--- src/sv/rgbhsv_pkg.sv ---
// Shared constants, types and width helpers for the RGB to HSV/HSL converter.
package rgbhsv_pkg;

   localparam int HUE_FRAC_BITS_DEF = 6;
   localparam int CH_W              = 8;
   localparam int HUE_W             = 15;
   localparam int SAT_W             = 16;
   localparam int LEV_W             = 16;
   localparam int SL_X_W            = 24;   // dividend width for saturation and level
   localparam int FIFO_DEPTH        = 4;
   localparam int REQ_DATA_W        = 24;
   localparam int RSP_DATA_W        = 48;

   localparam logic MODEL_HSV = 1'b0;
   localparam logic MODEL_HSL = 1'b1;

   typedef struct packed {
      logic hue_zero;
      logic sat_zero;
   } flags_type;

   // hue dividend is 2*60*2^F*t + c with t below 6c and c at most 255
   function automatic int hue_x_w(input int frac);
      return $clog2(720 * (2 ** frac) * 255 + 256);
   endfunction

   function automatic int entry_w(input int frac);
      return hue_x_w(frac) + CH_W + SL_X_W + CH_W + SL_X_W + $bits(flags_type);
   endfunction

endpackage

--- src/sv/rgbhsv_fifo.sv ---
// Short register queue between the front and back ends.
module rgbhsv_fifo #(
   parameter int WIDTH = 8,
   parameter int DEPTH = rgbhsv_pkg::FIFO_DEPTH
) (
   input  logic             clock,
   input  logic             reset,
   input  logic             push,
   input  logic [WIDTH-1:0] push_data,
   output logic             full,
   input  logic             pop,
   output logic [WIDTH-1:0] pop_data,
   output logic             empty
);
   import rgbhsv_pkg::*;

   localparam int PW = $clog2(DEPTH);
   localparam int CW = $clog2(DEPTH + 1);

   logic [WIDTH-1:0] mem_ff [DEPTH];
   logic [PW-1:0]    wr_ptr_ff, wr_ptr_in, rd_ptr_ff, rd_ptr_in;
   logic [CW-1:0]    count_ff, count_in;
   logic             do_push, do_pop;

   assign full     = (count_ff == CW'(DEPTH));
   assign empty    = (count_ff == '0);
   assign do_push  = push && !full;
   assign do_pop   = pop && !empty;
   assign pop_data = mem_ff[rd_ptr_ff];

   always_comb begin
      wr_ptr_in = wr_ptr_ff;
      rd_ptr_in = rd_ptr_ff;
      count_in  = count_ff;
      if (do_push) begin
         wr_ptr_in = (wr_ptr_ff == PW'(DEPTH - 1)) ? '0 : wr_ptr_ff + PW'(1);
      end
      if (do_pop) begin
         rd_ptr_in = (rd_ptr_ff == PW'(DEPTH - 1)) ? '0 : rd_ptr_ff + PW'(1);
      end
      if (do_push && !do_pop) begin
         count_in = count_ff + CW'(1);
      end else if (do_pop && !do_push) begin
         count_in = count_ff - CW'(1);
      end
   end

   always_ff @(posedge clock) begin
      if (reset) begin
         wr_ptr_ff <= '0;
         rd_ptr_ff <= '0;
         count_ff  <= '0;
      end else begin
         wr_ptr_ff <= wr_ptr_in;
         rd_ptr_ff <= rd_ptr_in;
         count_ff  <= count_in;
      end
   end

   always_ff @(posedge clock) begin
      if (do_push) begin
         mem_ff[wr_ptr_ff] <= push_data;
      end
   end

endmodule

--- config.mk ---
export PLATFORM = sky130hd
export DESIGN_NAME = rgbhsv_fifo
export DESIGN_NICKNAME = d
export VERILOG_FILES = /design/src/sv/rgbhsv_pkg.sv /design/src/sv/rgbhsv_fifo.sv
export SDC_FILE = /design/constraint.sdc
export NUM_CORES = 1
export LEC_CHECK = 0
export BUFFER_PORTS_ARGS = -buffer_cell sky130_fd_sc_hd__buf_2
export CORE_MARGIN = 2
export CORE_UTILIZATION = 53
export CTS_BUF_LIST = sky130_fd_sc_hd__clkbuf_8
export DETAILED_ROUTE_END_ITERATION = 10
export GPL_TIMING_DRIVEN = 0
export PLACE_DENSITY = 0.77
export RECOVER_POWER = 25
export SETUP_SLACK_MARGIN = 0.15
export SLEW_MARGIN = 40
export SYNTH_ARGS = -nofsm -noshare
export SYNTH_HDL_FRONTEND = slang
export SYNTH_SLANG_ARGS = --single-unit
--- constraint.sdc ---
create_clock -name clock -period 2.15 [get_ports clock]
set_clock_uncertainty 0.1 [all_clocks]
set_input_delay 0.1075 -clock clock [delete_from_list [all_inputs] [get_ports clock]]
set_output_delay 0.1075 -clock clock [all_outputs]
set_load 0.02 [all_outputs]
==> impl_metrics.env <==
export IMPL_stdcell_area_sq_um=2040
export IMPL_register_bit_total_from_synthesis=41
export IMPL_number_of_enable_flip_flop_cells_after_synthesis=32
export IMPL_globalRouteTotalUtil_pct=17.2
export IMPL_start_util_pct=54.8
export IMPL_setup_violations=0
export IMPL_fmaxAchievable_ghz=0.467
export IMPL_finalNonFillerCells=166
export IMPL_hpwl_microns=1760
export IMPL_detail_route_vias_per_cell=5.41
export IMPL_antenna_found_initial=0
export IMPL_routed_wl_microns=2640
export IMPL_synth_area_leaders="edfxtp_1 (58%), dfxtp_1 (11%), mux4_2 (11%), ha_1 (4.6%), and3_2 (1.8%)"
export IMPL_syn_inst=92
export IMPL_synth_area_leader_cell="edfxtp_1"
export IMPL_cts_sinks=41
export IMPL_flow_area_growth_from_synthesis_pct=24.1
export IMPL_synth_sequential_area_ratio_pct=69.4
export IMPL_synth_top_cells_by_count="edfxtp_1 (32), dfxtp_1 (9), mux4_2 (8)"
export IMPL_yosys_cell_types_count=26
export IMPL_critPathArrivalTime_ns=2.26
export IMPL_setup_repair_after_global_routing_missed_its_margin="yes"
export IMPL_grt_first_pass_wirelength_microns=4170
export IMPL_die_w_microns=59.7
export IMPL_proportion_of_layout_cells_with_a_drive_suffix_above_1_pct=38.3
export IMPL_syn_std_cell_area_sq_um=1650
export IMPL_max_stage_delay_ns=0.36
export IMPL_first_global_vias=894
export IMPL_async_reset_ff_share_pct=0
export IMPL_drcViolationCount=0
export IMPL_firstDrtPassIters=4
export IMPL_core_rowCount=20
export IMPL_critical_path_cell_chain="or3b_1 -> buf_6 -> clkinv_8 -> nor2_4 -> ha_4 -> inv_2 -> fa_2 -> xor2_1 -> or3_4 -> a21oi_2"
export IMPL_globalRouteOverflowTotal=0
export IMPL_cts_tree="done"
export IMPL_worst_skew_pair_late_latency_ns=0.29
export IMPL_synthesized_area_per_cell_sq_um=17.9
export IMPL_timing_worst_setup_path_type="reg2reg"
export IMPL_pin_count_of_the_biggest_net_entering_global_routing=13
export IMPL_hold_path_class="in2reg"
export IMPL_place_area_sq_um=1820
export IMPL_cts_clk_slew_worst_paths_ns=0.07
export IMPL_critical_path_peak_fanout=5
export IMPL_count_of_endpoints_failing_hold_in_the_final_timing_report=0
export IMPL_port_buffers=20
export IMPL_worst_hold_margin_ns=0.0456
export IMPL_drt_iter0_markers=35
export IMPL_slew_limit_headroom_pct=66.9
export IMPL_status="complete, no violations"
export IMPL_placed_cells_incl_taps=145
export IMPL_layout_worst_path_cycle_share_pct=99.6
export IMPL_postRouteAntennaNets=0
export IMPL_fillerInstances=223
export IMPL_synth_nets=111
export IMPL_max_cap_violations=0
export IMPL_cts_max_path_buffers=2
export IMPL_die_area_sq_um=3570
export IMPL_routabilityCongestion=0.726
export IMPL_cp_data_required_time_ns=2.27
export IMPL_detailroute_via_count=898
export IMPL_irDropWorstVdd_v=0.000562
export IMPL_yosys_warnings=0
export IMPL_pre_cts_ws_ns=-0.0741
export IMPL_slew_viol_final=0
export IMPL_crit_path_start_kind="flip-flop"
export IMPL_cts_htree_levels=2
export IMPL_fp_coreArea_sq_um=3000
export IMPL_worst_margin_pin_slew_ns=0.497
export IMPL_post_synth_top_count_cell="edfxtp_1"
export IMPL_chipHeight_microns=59.7
export IMPL_antenna_cells_inserted=0
export IMPL_final_nets=151
export IMPL_crit_path_end_kind="flip-flop"
export IMPL_cellPowerDensity_nw_per_um2=1100
export IMPL_synth_top_area_share_pct=58.4
export IMPL_cts_made_buffers=5
export IMPL_finalCriticalPeriod_ns=2.14
export IMPL_synth_flop_cell="edfxtp_1"
export IMPL_finalWorstSetupSlack_ns=0.00855
export IMPL_crit_path_top_delay_cell="dfxtp_4"
export IMPL_boundaryPins=22
export IMPL_drt_wirelength_per_cell_microns=15.9
export IMPL_cts_root_buf="clkbuf_8"
export IMPL_standby_leakage_power_uw=0.000758
==> layout by cell type, fill, tap and decap left out, drive strengths merged <==
cell type | synthesis | routed
or3b | 1 | 1
nor3 | 2 | 2
mux2i | 2 | 2
a21oi | 3 | 3
o21ai | 2 | 2
mux4 | 8 | 8
buf | 3 | 22
o31ai | 2 | 2
and3 | 4 | 4
inv | 4 | 6
clkinv | 1 | 1
or3 | 2 | 2
ha | 6 | 6
dfxtp | 9 | 9
xor2 | 2 | 2
clkbuf | 1 | 13
dlygate4sd3 | 0 | 8
nand2 | 1 | 1
nor2 | 4 | 4
nand3 | 2 | 2
fa | 1 | 1
edfxtp | 32 | 32
==> critical path, delay by kind of cell, from the launching register on <==
family                     cells  cell delay (ns)
DFF                            1             0.36
xor gates and xnor gates       1             0.17
and+or+nand+nor                3             0.61
adders and majority gates      2             0.49
buffers and inverters          3             0.21
AOI/OAI and AO/OA              1             0.12
==> where the power goes <==
part	switching [uW]	internal (uW)	total, uW
sequential	59.0	977	1040
clock	237	252	489
combinational	370	344	714
total	666	1570	2240
==> what timing repair did <==
action,in CTS,in global routing
endpoints found under the hold margin,32,0
endpoints found under the setup margin,2,2
buffers inserted,5,0
pin swaps,2,0
hold buffers,8,0
gates resized for setup,3,1
==> kinds of logic after synthesis <==
| family | Yosys count | synth area share, % |
|---|---|---|
| adder cells (fa/ha/maj) | 7 | 5.78 |
| XOR/XNOR | 2 | 1.06 |
| AND/OR/NAND/NOR | 16 | 5.70 |
| buffers and inverters | 9 | 2.89 |
| AO/OA/AOI/OAI | 7 | 3.04 |
| multiplexers | 10 | 12.2 |
| flip-flops | 41 | 69.4 |
==> final cells by class <==
type	count	area [sq um]	area share (%)
inverters	5	31.3	1.53
clock inverters	2	7.51	0.368
well taps	33	41.3	2.02
multi-input cells	42	493	24.1
plain buffers	4	23.8	1.16
repair buffers	33	210	10.3
flip-flops and latches	41	1150	56.4
clock buffers	6	82.6	4.04
==> layer usage <==
metal  vias up  wire length, microns  global-route usage (%)
met5         -                     0                       0
met2        24                  1370                    29.7
met4         0                    55                    6.67
met3         7                   120                    6.49
li1        431                     -                       -
met1       436                  1100                    19.1
==> path summary, 6_finish.rpt <==
check	startpoint	end	slack (ns)	cells after the start
hold reg to reg	rd_ptr_ff[0]$_SDFFE_PP0P_	flip-flop	0.41	2
setup / recovery	count_ff[2]$_SDFFE_PP0P_	count_ff[2]$_SDFFE_PP0P_	0.009	10
hold / removal	push	wr_ptr_ff[1]$_SDFFE_PP0P_	0.05	3
setup reg to reg	count_ff[2]$_SDFFE_PP0P_	count_ff[2]$_SDFFE_PP0P_	0.009	10
==> through the flow <==
| stage | util (%) | total power, uW | TNS, ns |
|---|---|---|---|
| after floorplan | - | 1530 | 0 |
| after global placement | 60.5 | 1670 | -0.0154 |
| after detailed placement | 60.5 | 1700 | -0.0741 |
| after CTS | 68.1 | 2250 | 0 |
| after global routing | 68.0 | 2360 | -0.0829 |
| final | 68.0 | 2240 | 0 |
==> state kept, by name, indices dropped and copies added (netlist names), named ones only <==
register	count
mem_ff	32
wr_ptr_ff	2
rd_ptr_ff	2
count_ff	3
Note: power is estimated with default switching activity, not from simulation.
